**src/hdl/srtm_pkg.sv**
```systemverilog
// Shared types and constants for the SPI register transaction master.
// Used by the front classifier, the job queue, the serial engine and the top.
package srtm_pkg;

  // Largest data byte count a request may ask for (1 to 4, capped by the 32-bit data fields)
  localparam int unsigned MaxDataBytes = 4;
  localparam int unsigned DataBytesCap = (MaxDataBytes < 4) ? MaxDataBytes : 4;
  localparam logic [2:0]  MaxBytesW    = 3'(DataBytesCap);

  // Depth of the queue between front and back
  localparam int unsigned QueueDepth = 2;
  localparam int unsigned QueueAw    = 1;

  // Mode codes on the input word
  localparam logic [2:0] ModeNone  = 3'd0;
  localparam logic [2:0] ModeWrite = 3'd1;
  localparam logic [2:0] ModeRead  = 3'd2;
  localparam logic [2:0] ModeCmd   = 3'd3;
  localparam logic [2:0] ModeReset = 3'd4;

  // Reset train: 32 ones
  localparam logic [39:0] ResetTrain = {32'hFFFF_FFFF, 8'h00};
  localparam logic [5:0]  ResetBits  = 6'd32;
  localparam logic [5:0]  CmdBits    = 6'd8;

  // Pin levels {chip select, clock, data out}
  localparam logic [2:0] PinsIdle = 3'b111;
  localparam logic [2:0] PinsHeld = 3'b011;

  typedef enum logic [2:0] {
    REQ_NONE,
    REQ_WRITE,
    REQ_READ,
    REQ_CMD,
    REQ_RESET
  } srtm_req_e;

  typedef enum logic [5:0] {
    PH_IDLE     = 6'b000001,
    PH_WRITE    = 6'b000010,
    PH_RD_CMD   = 6'b000100,
    PH_RD_DATA  = 6'b001000,
    PH_KEEP_LOW = 6'b010000,
    PH_WAIT     = 6'b100000
  } srtm_phase_e;

  typedef struct packed {
    logic [2:0]  mode;
    logic [7:0]  command_byte;
    logic [2:0]  byte_count;
    logic [31:0] write_data;
    logic        wait_ready;
    logic        miso;
  } srtm_in_t;

  typedef struct packed {
    logic        chip_select_n;
    logic        serial_clock;
    logic        serial_out;
    logic        busy_res;
    logic        done_res;
    logic [31:0] read_word;
  } srtm_out_t;

  // Classified tick, as queued for the engine
  typedef struct packed {
    srtm_req_e   req;
    logic [39:0] out_shift;
    logic [5:0]  init_bits;
    logic [5:0]  data_bits;
    logic        wait_start;
    logic        miso;
  } srtm_job_t;

endpackage

```
**src/hdl/srtm_front.sv**
```systemverilog
// Front classifier: decodes the mode, clamps the byte count and builds the
// initial shift word for one tick. Depends on srtm_pkg.
module srtm_front (
  input  srtm_pkg::srtm_in_t  item_i,
  output srtm_pkg::srtm_job_t job_o
);
  import srtm_pkg::*;

  logic [2:0] nbytes;
  logic [5:0] nbits;

  always_comb begin
    if (item_i.byte_count == 3'd0) begin
      nbytes = 3'd1;
    end else if (item_i.byte_count > MaxBytesW) begin
      nbytes = MaxBytesW;
    end else begin
      nbytes = item_i.byte_count;
    end
  end

  assign nbits = {nbytes, 3'b000};

  always_comb begin
    job_o            = '0;
    job_o.req        = REQ_NONE;
    job_o.miso       = item_i.miso;
    job_o.data_bits  = nbits;
    job_o.wait_start = 1'b0;
    unique case (item_i.mode)
      ModeWrite: begin
        job_o.req       = REQ_WRITE;
        job_o.init_bits = nbits + CmdBits;
        case (nbytes)
          3'd1:    job_o.out_shift = {item_i.command_byte, item_i.write_data[7:0], 24'h0};
          3'd2:    job_o.out_shift = {item_i.command_byte, item_i.write_data[15:0], 16'h0};
          3'd3:    job_o.out_shift = {item_i.command_byte, item_i.write_data[23:0], 8'h0};
          default: job_o.out_shift = {item_i.command_byte, item_i.write_data};
        endcase
      end
      ModeRead: begin
        job_o.req       = REQ_READ;
        job_o.init_bits = CmdBits;
        job_o.out_shift = {item_i.command_byte, 32'h0};
      end
      ModeCmd: begin
        job_o.req        = REQ_CMD;
        job_o.init_bits  = CmdBits;
        job_o.out_shift  = {item_i.command_byte, 32'h0};
        job_o.wait_start = item_i.wait_ready;
      end
      ModeReset: begin
        job_o.req       = REQ_RESET;
        job_o.init_bits = ResetBits;
        job_o.out_shift = ResetTrain;
      end
      default: job_o.req = REQ_NONE;
    endcase
  end

endmodule

```
**src/hdl/srtm_queue.sv**
```systemverilog
// Short queue of classified ticks between the front and the serial engine.
// Depends on srtm_pkg.
module srtm_queue (
  input  logic                clk_i,
  input  logic                rst_ni,
  input  logic                push_i,
  input  srtm_pkg::srtm_job_t push_job_i,
  output logic                full_o,
  input  logic                pop_i,
  output logic                empty_o,
  output srtm_pkg::srtm_job_t pop_job_o
);
  import srtm_pkg::*;

  srtm_job_t            mem_q [QueueDepth];
  logic [QueueAw-1:0]   wr_ptr_q, wr_ptr_d;
  logic [QueueAw-1:0]   rd_ptr_q, rd_ptr_d;
  logic [QueueAw:0]     count_q, count_d;

  assign full_o    = (count_q == (QueueAw+1)'(QueueDepth));
  assign empty_o   = (count_q == '0);
  assign pop_job_o = mem_q[rd_ptr_q];

  always_comb begin
    wr_ptr_d = wr_ptr_q;
    rd_ptr_d = rd_ptr_q;
    count_d  = count_q;
    if (push_i) begin
      wr_ptr_d = wr_ptr_q + 1'b1;
    end
    if (pop_i) begin
      rd_ptr_d = rd_ptr_q + 1'b1;
    end
    case ({push_i, pop_i})
      2'b10:   count_d = count_q + 1'b1;
      2'b01:   count_d = count_q - 1'b1;
      default: count_d = count_q;
    endcase
  end

  always_ff @(posedge clk_i) begin
    if (push_i) begin
      mem_q[wr_ptr_q] <= push_job_i;
    end
  end

  always_ff @(posedge clk_i or negedge rst_ni) begin
    if (!rst_ni) begin
      wr_ptr_q <= '0;
      rd_ptr_q <= '0;
      count_q  <= '0;
    end else begin
      wr_ptr_q <= wr_ptr_d;
      rd_ptr_q <= rd_ptr_d;
      count_q  <= count_d;
    end
  end

endmodule

```
**src/hdl/srtm_engine.sv**
```systemverilog
// Serial engine: steps the mode 3 bit sequencer one tick per job and holds
// the result word in an output register. Depends on srtm_pkg.
module srtm_engine (
  input  logic                clk_i,
  input  logic                rst_ni,
  input  logic                job_valid_i,
  input  srtm_pkg::srtm_job_t job_i,
  output logic                job_pop_o,
  output logic                out_valid_o,
  input  logic                out_stall_i,
  output srtm_pkg::srtm_out_t out_item_o
);
  import srtm_pkg::*;

  srtm_phase_e phase_q, phase_d;
  logic [5:0]  bits_q, bits_d;
  logic [5:0]  data_bits_q, data_bits_d;
  logic        high_q, high_d;
  logic [39:0] out_shift_q, out_shift_d;
  logic [31:0] in_shift_q, in_shift_d;
  logic [2:0]  pins_q, pins_d;
  logic        done;
  logic [31:0] word;
  logic        step;
  logic        out_valid_q;
  srtm_out_t   out_item_q;

  assign step      = job_valid_i && (!out_valid_q || !out_stall_i);
  assign job_pop_o = step;

  always_comb begin
    phase_d     = phase_q;
    bits_d      = bits_q;
    data_bits_d = data_bits_q;
    high_d      = high_q;
    out_shift_d = out_shift_q;
    in_shift_d  = in_shift_q;
    pins_d      = pins_q;
    done        = 1'b0;
    word        = '0;
    unique case (phase_q) inside
      PH_IDLE: begin
        if (job_i.req != REQ_NONE) begin
          high_d      = 1'b0;
          in_shift_d  = '0;
          bits_d      = job_i.init_bits;
          data_bits_d = job_i.data_bits;
          out_shift_d = job_i.out_shift;
          case (job_i.req)
            REQ_WRITE: phase_d = PH_WRITE;
            REQ_READ:  phase_d = PH_RD_CMD;
            default:   phase_d = PH_KEEP_LOW;
          endcase
          if (job_i.wait_start && job_i.miso) begin
            // hold pins until the converter pulls its data line low
            phase_d = PH_WAIT;
          end else begin
            pins_d      = {2'b00, job_i.out_shift[39]};
            out_shift_d = {job_i.out_shift[38:0], 1'b0};
          end
        end
      end
      PH_WAIT: begin
        if (!job_i.miso) begin
          phase_d     = PH_KEEP_LOW;
          pins_d      = {2'b00, out_shift_q[39]};
          out_shift_d = {out_shift_q[38:0], 1'b0};
          high_d      = 1'b0;
        end
      end
      PH_WRITE, PH_RD_CMD, PH_RD_DATA, PH_KEEP_LOW: begin
        if (!high_q) begin
          // high half: raise clock, sample in the read data part
          pins_d = pins_q | 3'b010;
          if (phase_q == PH_RD_DATA) begin
            in_shift_d = {in_shift_q[30:0], job_i.miso};
          end
          if (bits_q != '0) begin
            bits_d = bits_q - 1'b1;
          end
          high_d = 1'b1;
        end else if (bits_q != '0) begin
          high_d = 1'b0;
          if (phase_q == PH_RD_DATA) begin
            pins_d = 3'b000;
          end else begin
            pins_d      = {2'b00, out_shift_q[39]};
            out_shift_d = {out_shift_q[38:0], 1'b0};
          end
        end else if (phase_q == PH_RD_CMD) begin
          // command out: switch to the data part, MOSI held low
          bits_d     = data_bits_q;
          in_shift_d = '0;
          phase_d    = PH_RD_DATA;
          pins_d     = 3'b000;
          high_d     = 1'b0;
        end else begin
          pins_d = (phase_q == PH_KEEP_LOW) ? PinsHeld : PinsIdle;
          if (phase_q == PH_RD_DATA) begin
            word = in_shift_q;
          end
          done    = 1'b1;
          phase_d = PH_IDLE;
          bits_d  = '0;
          high_d  = 1'b0;
        end
      end
      default: phase_d = PH_IDLE;
    endcase
  end

  always_ff @(posedge clk_i or negedge rst_ni) begin
    if (!rst_ni) begin
      phase_q     <= PH_IDLE;
      bits_q      <= '0;
      data_bits_q <= '0;
      high_q      <= 1'b0;
      out_shift_q <= '0;
      in_shift_q  <= '0;
      pins_q      <= PinsIdle;
      out_valid_q <= 1'b0;
    end else begin
      if (step) begin
        phase_q     <= phase_d;
        bits_q      <= bits_d;
        data_bits_q <= data_bits_d;
        high_q      <= high_d;
        out_shift_q <= out_shift_d;
        in_shift_q  <= in_shift_d;
        pins_q      <= pins_d;
        out_valid_q <= 1'b1;
      end else if (!out_stall_i) begin
        out_valid_q <= 1'b0;
      end
    end
  end

  always_ff @(posedge clk_i) begin
    if (step) begin
      out_item_q.chip_select_n <= pins_d[2];
      out_item_q.serial_clock  <= pins_d[1];
      out_item_q.serial_out    <= pins_d[0];
      out_item_q.busy_res      <= (phase_d != PH_IDLE);
      out_item_q.done_res      <= done;
      out_item_q.read_word     <= word;
    end
  end

  assign out_valid_o = out_valid_q;
  assign out_item_o  = out_item_q;

endmodule

```
**src/hdl/spi_register_transaction_master.sv**
```systemverilog
// Top level of the SPI register transaction master: front classifier, job
// queue and serial engine. Depends on srtm_pkg and the three srtm modules.
//
// Usage:
//   Each input word is one half period of the serial clock. Drive in_valid_i
//   with the tick's mode, command, byte count, write data, wait flag and the
//   sampled MISO level; the word is taken when in_valid_i is high and
//   in_stall_o is low. Every input word yields exactly one result word with
//   the pin levels (chip select, clock, data out), busy, done and read data.
//   A result is taken when out_valid_o is high and out_stall_i is low.
// Path and throughput:
//   A taken word is written into the queue; the engine then pops it and
//   registers the result. One word is taken every cycle while in_stall_o is
//   low and no stalled result holds the engine; the rate is set by the
//   engine, which advances its bit sequencer once per word.
// Reset:
//   rst_ni clears the queue and the output valid flag and puts the engine in
//   idle with all pins high.
// Stall:
//   A stalled receiver holds the result; the two-entry queue absorbs words
//   until full, then in_stall_o rises.
module spi_register_transaction_master (
  input  logic               clk_i,
  input  logic               rst_ni,
  input  logic               in_valid_i,
  output logic               in_stall_o,
  input  srtm_pkg::srtm_in_t in_item_i,
  output logic               out_valid_o,
  input  logic               out_stall_i,
  output srtm_pkg::srtm_out_t out_item_o
);
  import srtm_pkg::*;

  srtm_job_t front_job;
  srtm_job_t queue_job;
  logic      queue_full;
  logic      queue_empty;
  logic      queue_pop;
  logic      queue_push;

  assign in_stall_o = queue_full;
  assign queue_push = in_valid_i && !queue_full;

  srtm_front u_front (
    .item_i (in_item_i),
    .job_o  (front_job)
  );

  srtm_queue u_queue (
    .clk_i      (clk_i),
    .rst_ni     (rst_ni),
    .push_i     (queue_push),
    .push_job_i (front_job),
    .full_o     (queue_full),
    .pop_i      (queue_pop),
    .empty_o    (queue_empty),
    .pop_job_o  (queue_job)
  );

  srtm_engine u_engine (
    .clk_i       (clk_i),
    .rst_ni      (rst_ni),
    .job_valid_i (!queue_empty),
    .job_i       (queue_job),
    .job_pop_o   (queue_pop),
    .out_valid_o (out_valid_o),
    .out_stall_i (out_stall_i),
    .out_item_o  (out_item_o)
  );

endmodule

```
**config.mk**
```make
export PLATFORM = sky130hd
export DESIGN_NAME = spi_register_transaction_master
export DESIGN_NICKNAME = d
export VERILOG_FILES = /design/src/hdl/srtm_pkg.sv /design/src/hdl/srtm_front.sv /design/src/hdl/srtm_queue.sv /design/src/hdl/srtm_engine.sv /design/src/hdl/spi_register_transaction_master.sv
export SDC_FILE = /design/constraint.sdc
export NUM_CORES = 1
export LEC_CHECK = 0
export BUFFER_PORTS_ARGS = -buffer_cell sky130_fd_sc_hd__buf_2
export CORE_MARGIN = 5
export CORE_UTILIZATION = 65
export DETAILED_ROUTE_END_ITERATION = 7
export MAX_ROUTING_LAYER = met4
export PLACE_DENSITY = 0.87
export SETUP_SLACK_MARGIN = 0.02
export SLEW_MARGIN = 20
export SYNTH_ARGS = -nofsm -noshare
export SYNTH_HDL_FRONTEND = slang
export SYNTH_HIERARCHICAL = 1
export SYNTH_SLANG_ARGS = --single-unit
```
**constraint.sdc**
```tcl
create_clock -name clk_i -period 10.8 [get_ports clk_i]
set_input_delay 1.62 -clock clk_i [delete_from_list [all_inputs] [get_ports clk_i]]
set_output_delay 1.62 -clock clk_i [all_outputs]
set_load 0.02 [all_outputs]
```
# ---- Word-level counts from Yosys, hierarchy flattened
# Memory sizes are Yosys's and may differ from the RTL's.
# Index checks and enable logic that the tools add are counted.
dict set report totals {
  input_bits 52
  output_inout_bits 39
  reg_bits 136
  ramBits 108
  word_cells 133
  latchBits 0
  romBits 0
  mem_count 1
}
dict set report classes {
  div_mod_pow 0
  n_reduce_logical 24
  n_eq_ne 29
  addsub 6
  n_bitwise 3
  shifts 0
  order_cmp 1
  n_mul 0
  muxes 52
}
# name depth width read_ports rd_clocked_by_memory_dff write_ports line
set mem_list {}
lappend mem_list {u_queue.mem_q 2 54 1 0 1 srtm_queue.sv:15} ;# srtm_job_t mem_q [QueueDepth];
# cell n
set ops {}
lappend ops {{$mux W40} 6}
lappend ops {{$mux W32} 5}
lappend ops {{$pmux W46 S3} 1}
lappend ops {{$pmux W40 S3} 1}
lappend ops {{$pmux W32 S3} 1}
lappend ops {{$pmux W32 S2} 1}
lappend ops {{$mux W6} 10}
lappend ops {{$mux W3} 9}
lappend ops {{$pmux W6 S3} 1}
lappend ops {{$eq A3 B2 Y1 const B} 5}
lappend ops {{$pmux W3 S4} 1}
lappend ops {{$pmux W6 S2} 1}
lappend ops {{$mux W1} 10}
lappend ops {{$pmux W5 S2} 1}
lappend ops {{$eq A3 B1 Y1 const B} 3}
lappend ops {{$pmux W3 S3} 1}
lappend ops {{$reduce_and A7 Y1} 1}
lappend ops {{$add A6 B4 Y6 const B} 1}
lappend ops {{$eq A6 B1 Y1 const B} 1}
lappend ops {{$eq A6 B2 Y1 const B} 1}
lappend ops {{$eq A6 B3 Y1 const B} 1}
lappend ops {{$eq A6 B4 Y1 const B} 1}
lappend ops {{$eq A6 B5 Y1 const B} 1}
lappend ops {{$eq A6 B6 Y1 const B} 1}
lappend ops {{other kinds (33)} 50}

# ---- Depth between registers and ports, before layout
# An unclocked memory read counts as a cell.
dict set report depth {
  word_depth 7
  depth_mapped 10
  depth_no_buf 8
}

# ---- Cells and area by module
# The synthesis kept the hierarchy.
# module area_per_inst_um2 instances seq_area_each_um2 cells_per_inst
set by_module_without_submodules {}
lappend by_module_without_submodules {srtm_engine 6710.2 1 3493.4 612}
lappend by_module_without_submodules {srtm_queue 4372.9 1 3523.4 193}
lappend by_module_without_submodules {srtm_front 879.6 1 0.0 135}
lappend by_module_without_submodules {spi_register_transaction_master 17.5 1 0.0 2}

# ---- Worst setup path before layout
# No wires, ideal clock.
dict set report synth_path {
  path_kind {input -> register}
  from {input port in_valid_i}
  to {memory u_queue/mem_q[0][0] (netlist name) (enable)}
  arrival_ps 4211
  setup_slack_ps 6117
  stages 3
  path_buffers 0
  path_cell_list {nor2b_4 inv_1 nor2_1}
}
dict set report synth_between {
  elab_chain_cells 3
}
# element line
set synth_rtl {}
lappend synth_rtl {{start: declaration} spi_register_transaction_master.sv:25} ;# input logic in_valid_i,
lappend synth_rtl {{$logic_and A1 B1 Y1} spi_register_transaction_master.sv:42} ;# assign queue_push = in_valid_i && !queue_full;
lappend synth_rtl {{$mux W1} srtm_queue.sv:42} ;# if (push_i) begin
lappend synth_rtl {{$mux W1 (not written as such)} srtm_queue.sv:43} ;# mem_q[wr_ptr_q] <= push_job_i;
lappend synth_rtl {{end: declaration} srtm_queue.sv:15}
# No other way between the ends.

# ---- Final worst setup path
dict set report layout_path {
  from {input port in_item_i[36] (netlist name)}
  to {memory u_queue/mem_q[0][22] (netlist name) (data pin)}
}
dict set report layout_between {
  elab_chain_cells 6
  elab_cells_between_ends 9
  classes_between {order compare (1); eq/ne (3); mux (4); reduce/logical (1)}
}
# element line
set layout_rtl {}
lappend layout_rtl {{start: declaration} spi_register_transaction_master.sv:27} ;# input srtm_pkg::srtm_in_t in_item_i,
lappend layout_rtl {{$gt A3 B3 Y1} srtm_front.sv:15} ;# end else if (item_i.byte_count > MaxBytesW) begin
lappend layout_rtl {{$mux W3} srtm_front.sv:15}
lappend layout_rtl {{$mux W3 *} srtm_front.sv:13} ;# if (item_i.byte_count == 3'd0) begin
lappend layout_rtl {{$eq A3 B2 Y1 / $eq A3 B1 Y1 (equally long branches)} srtm_front.sv:34} ;# case (nbytes)
lappend layout_rtl {{$pmux W32 S3 *} srtm_front.sv:34}
lappend layout_rtl {{$pmux W46 S3 *} srtm_front.sv:30} ;# unique case (item_i.mode)
# Every way passes the cells marked *; elsewhere a longest branch is shown, timed or not.

==> results summary <==
The flow ran to the end, and the final reports show no timing, DRC or antenna violations. STA classifies the critical path endpoint as a flop. The number of routed nets with antenna violations is 0. The maximum frequency from static timing analysis came out at 246.3 MHz. The signal on the critical path passes through buf_2 -> clkinv_1 -> ha_1 -> nor2b_1 -> a22oi_1 -> o21ai_0. The gate count of the mapped netlist came out at 942. The synthesized netlist contains 68 unique library cells. The total die area came out at 21,250 um^2. The number of CTS-inserted buffers came out at 26. The number of flip-flops and latches in the synthesized netlist is 250. The sum of routed wire length over all layers is 24.13 mm.

The final count of hold timing violations was 0. Leaving out fill and tap cells, the most frequent cell in the layout is edfxtp_1. The floorplan step defined a core boundary enclosing 18,090 um^2.

The via count is 7,796. Adding up every negative setup slack in the final design gives 0 ns. IR analysis of the VDD net gives a maximum drop of 0.0001955 V. The initial antenna violation count is 0.

Once detailed placement completed, the half-perimeter wirelength came to 15.00 mm. The normalized max-slew margin came out at 0.4347. Averaged over all synthesized cells, the footprint is 12.72 um^2. The overall overflow remaining after global route is 0. The number of cells in the finished layout apart from fillers came out at 1,255. The first global-routing pass estimated 39.58 mm of wire. The number of instances resized during post-cts repair is 0. The detailed-router iteration count before antenna repair is 5.

The number of max-slew violations in the final report is 0. The minimum period implied by the final worst setup slack came out at 4.060 ns. The finished layout cell area is 13,220 um^2.

Entering global routing, the biggest net connects 84 pins. 91 I/O pins were placed. The average wire per cell in the routed design came out at 19.23 um. The residual DRC count came out at 0. The final net count is 1,062. The number of buffers inserted by hold repair at cts came out at 0.

Of all nets on the critical path, the largest fanout is 40. Setup repair after global routing left no endpoint under its margin. For this run, asynchronously set or reset flops after synthesis account for 0.3960. In this run the vertical extent of the chip is 145.8 um. The post-placement cell count came out at 1,207. The clock sink total is 250. In this run the number of H-tree levels came out at 1. In the layout the commonest cells are edfxtp_1 (151), dfrtp_1 (94), buf_2 (89).

The cell leakage power came out at 5.501 nW. The most used flip-flop cell after synthesis is edfxtp_1. The post-synthesis instance area is 11,980 um^2. The clock input transition at the sequential cells of the worst setup and hold paths is 0.06 ns.

In the final layout, the share of cells above drive strength 1 is 0.2953. The clock skew came out at 0.02285 ns. The effective utilization at floorplan came out at 0.6624. The quantity of I/O buffers inserted on ports came out at 90. The path type of the worst min-delay path is flop to flop. The final period utilization is 0.3760.

The die outline width is 145.8 um. The worst setup path is launched from an input pin. After floorplanning, the core was divided into 49 placement rows. The root cell of the clock tree is clkbuf_16. The number of fill cells in the layout is 1,159. The slowest stage of the critical path is the ha_1 cell. The worst-case clock buffer depth is 3. The number of buffers inserted by post-CTS setup repair came out at 0.

TritonCTS built the clock tree. The proportion of synthesized chip area in sequential cells is 0.5857. The relative area change from synthesis to final layout is 10.34%. The post-layout total power came out at 3.837 mW. The number of enable flip-flop cells after synthesis came out at 151.

The number of diodes is 0. During synthesis, Yosys emitted a total of 6 warnings. The total global routing track utilization came out at 0.2309. Data on the critical path arrives at its endpoint at 4.28 ns. The later pin in the worst-skew pair is clocked with a latency of 0.54 ns. The global placer's final weighted congestion came out at 0.8675. On the worst path, the slowest cell contributes a delay of 0.69 ns. The setup-violating endpoint count in the final report is 0. The minimum setup slack after placement came out at 6.463 ns. The post-placement cell area is 12,380 um^2. The tool flagged a number of max-cap violations equal to 0.

The final hold slack came out at 0.4796 ns. The areal power density over the cells is 290.3 nW/um^2. The post-layout utilization of the core is 0.7309. The detail-routed via count per cell is 6.212. The first routing iteration left 680 violations.

The data required time at the worst endpoint came out at 11.02 ns. The critical path is of the input pin to flop type. The number of global-route vias before repair is 7,709.

The final worst slack is 6.740 ns. The actual transition at the worst max-transition pin is 0.8471 ns.
-- worst max-delay path: cells and delay by family --
family / cells / cell delay [ns]
AO/OA/AOI/OAI: 2 / 0.43
adder cells (fa/ha/maj): 1 / 0.69
buffers and inverters: 2 / 1.18
AND/OR/NAND/NOR: 1 / 0.33
-- cells in the mapped netlist (2+ instances only) --
cell / instances / share of area
o21ai_1: 17 / 0.0071
buf_6: 13 / 0.012
nand2b_1: 3 / 0.0016
buf_12: 3 / 0.0050
o21ai_2: 31 / 0.023
xor2_1: 4 / 0.0029
a22oi_1: 6 / 0.0038
buf_4: 10 / 0.0063
edfxtp_1: 151 / 0.38
and2_1: 38 / 0.020
buf_2: 15 / 0.0063
nor3b_1: 3 / 0.0019
nor3_4: 2 / 0.0027
and2b_1: 2 / 0.0013
o32a_1: 2 / 0.0017
a221oi_1: 15 / 0.011
mux2_2: 80 / 0.075
xnor2_1: 8 / 0.0058
o21ai_0: 74 / 0.031
ha_1: 4 / 0.0042
a22o_1: 2 / 0.0015
a21oi_1: 42 / 0.018
mux2i_1: 41 / 0.034
nand2_1: 55 / 0.017
a31oi_1: 7 / 0.0037
mux2_1: 3 / 0.0028
mux2_4: 24 / 0.030
o211ai_1: 2 / 0.0013
a21o_1: 18 / 0.011
nor2_1: 70 / 0.022
nor2b_1: 3 / 0.0016
inv_1: 9 / 0.0028
nand3b_1: 3 / 0.0019
dfstp_2: 4 / 0.0088
clkinv_1: 2 / 0.00063
and3_1: 13 / 0.0068
clkbuf_1: 27 / 0.0085
dfrtp_1: 95 / 0.20
nor3_1: 5 / 0.0021
nand3_1: 8 / 0.0033
-- worst paths after layout --
kind,start,endpoint,slack [ns],cells past startpoint
max in group asynchronous,rst_ni,u_engine/in_shift_q[27],8.51,2
min in group asynchronous,rst_ni,u_engine/out_shift_q[34],1.05,1
worst min-delay path,u_engine/pins_q[0],u_engine/pins_q[0],0.48,2
worst max-delay path,in_item_i[36],u_queue/mem_q[0][22],6.74,6
worst min register to register,u_engine/pins_q[0],u_engine/pins_q[0],0.48,2
worst max register to register,u_queue/rd_ptr_q,u_engine/out_shift_q[10],6.94,9
-- where the power goes --
part | switching [mW] | total (mW) | internal [mW]
registers | 0.150 | 1.49 | 1.34
logic | 0.861 | 1.49 | 0.629
clock network | 0.366 | 0.856 | 0.490
-- logic make-up after synthesis --
family | Yosys count | share of synthesized area
AO/OA/AOI/OAI | 228 | 0.1238
XOR/XNOR | 12 | 0.008773
adder cells (fa/ha/maj) | 4 | 0.004178
buffers and inverters | 82 | 0.04271
flip-flops | 250 | 0.5857
multiplexers | 148 | 0.1423
other | 1 | 0.0003130
AND/OR/NAND/NOR | 217 | 0.09222
-- sequential cells by signal (all words and copies together) (netlist names) --
register and cells:
u_engine/out_item_o 37, u_engine/bits_q 6, u_engine/data_bits_q 6, u_queue/mem_q 114
u_queue/wr_ptr_q 1, u_queue/count_q 2, u_engine/phase_q 6, u_engine/in_shift_q 32
u_queue/rd_ptr_q 1, u_engine/out_valid_o 1, u_engine/pins_q 3, u_engine/out_shift_q 40
u_engine/high_q 1
-- metal layers --
| layer | part of all wire | track usage | wire length [um] |
|---|---|---|---|
| met1 | 0.41 | 0.3138 | 9968 |
| met2 | 0.49 | 0.3692 | 11720 |
| met3 | 0.076 | 0.03395 | 1833 |
| met4 | 0.025 | 0.06363 | 614 |
| met5 | 0 | - | 0 |
-- area by class of cell --
class | instances | area (um^2) | share of cell area
flip-flops and latches | 250 | 7018 | 0.5309
multi-input cells | 615 | 4496 | 0.3401
clock buffers | 31 | 699.4 | 0.05291
repair buffers | 101 | 535.5 | 0.04051
well taps | 229 | 286.5 | 0.02168
clock inverters | 17 | 138.9 | 0.01051
inverters | 12 | 45.04 | 0.003407
(Power assumes the default switching activity.)
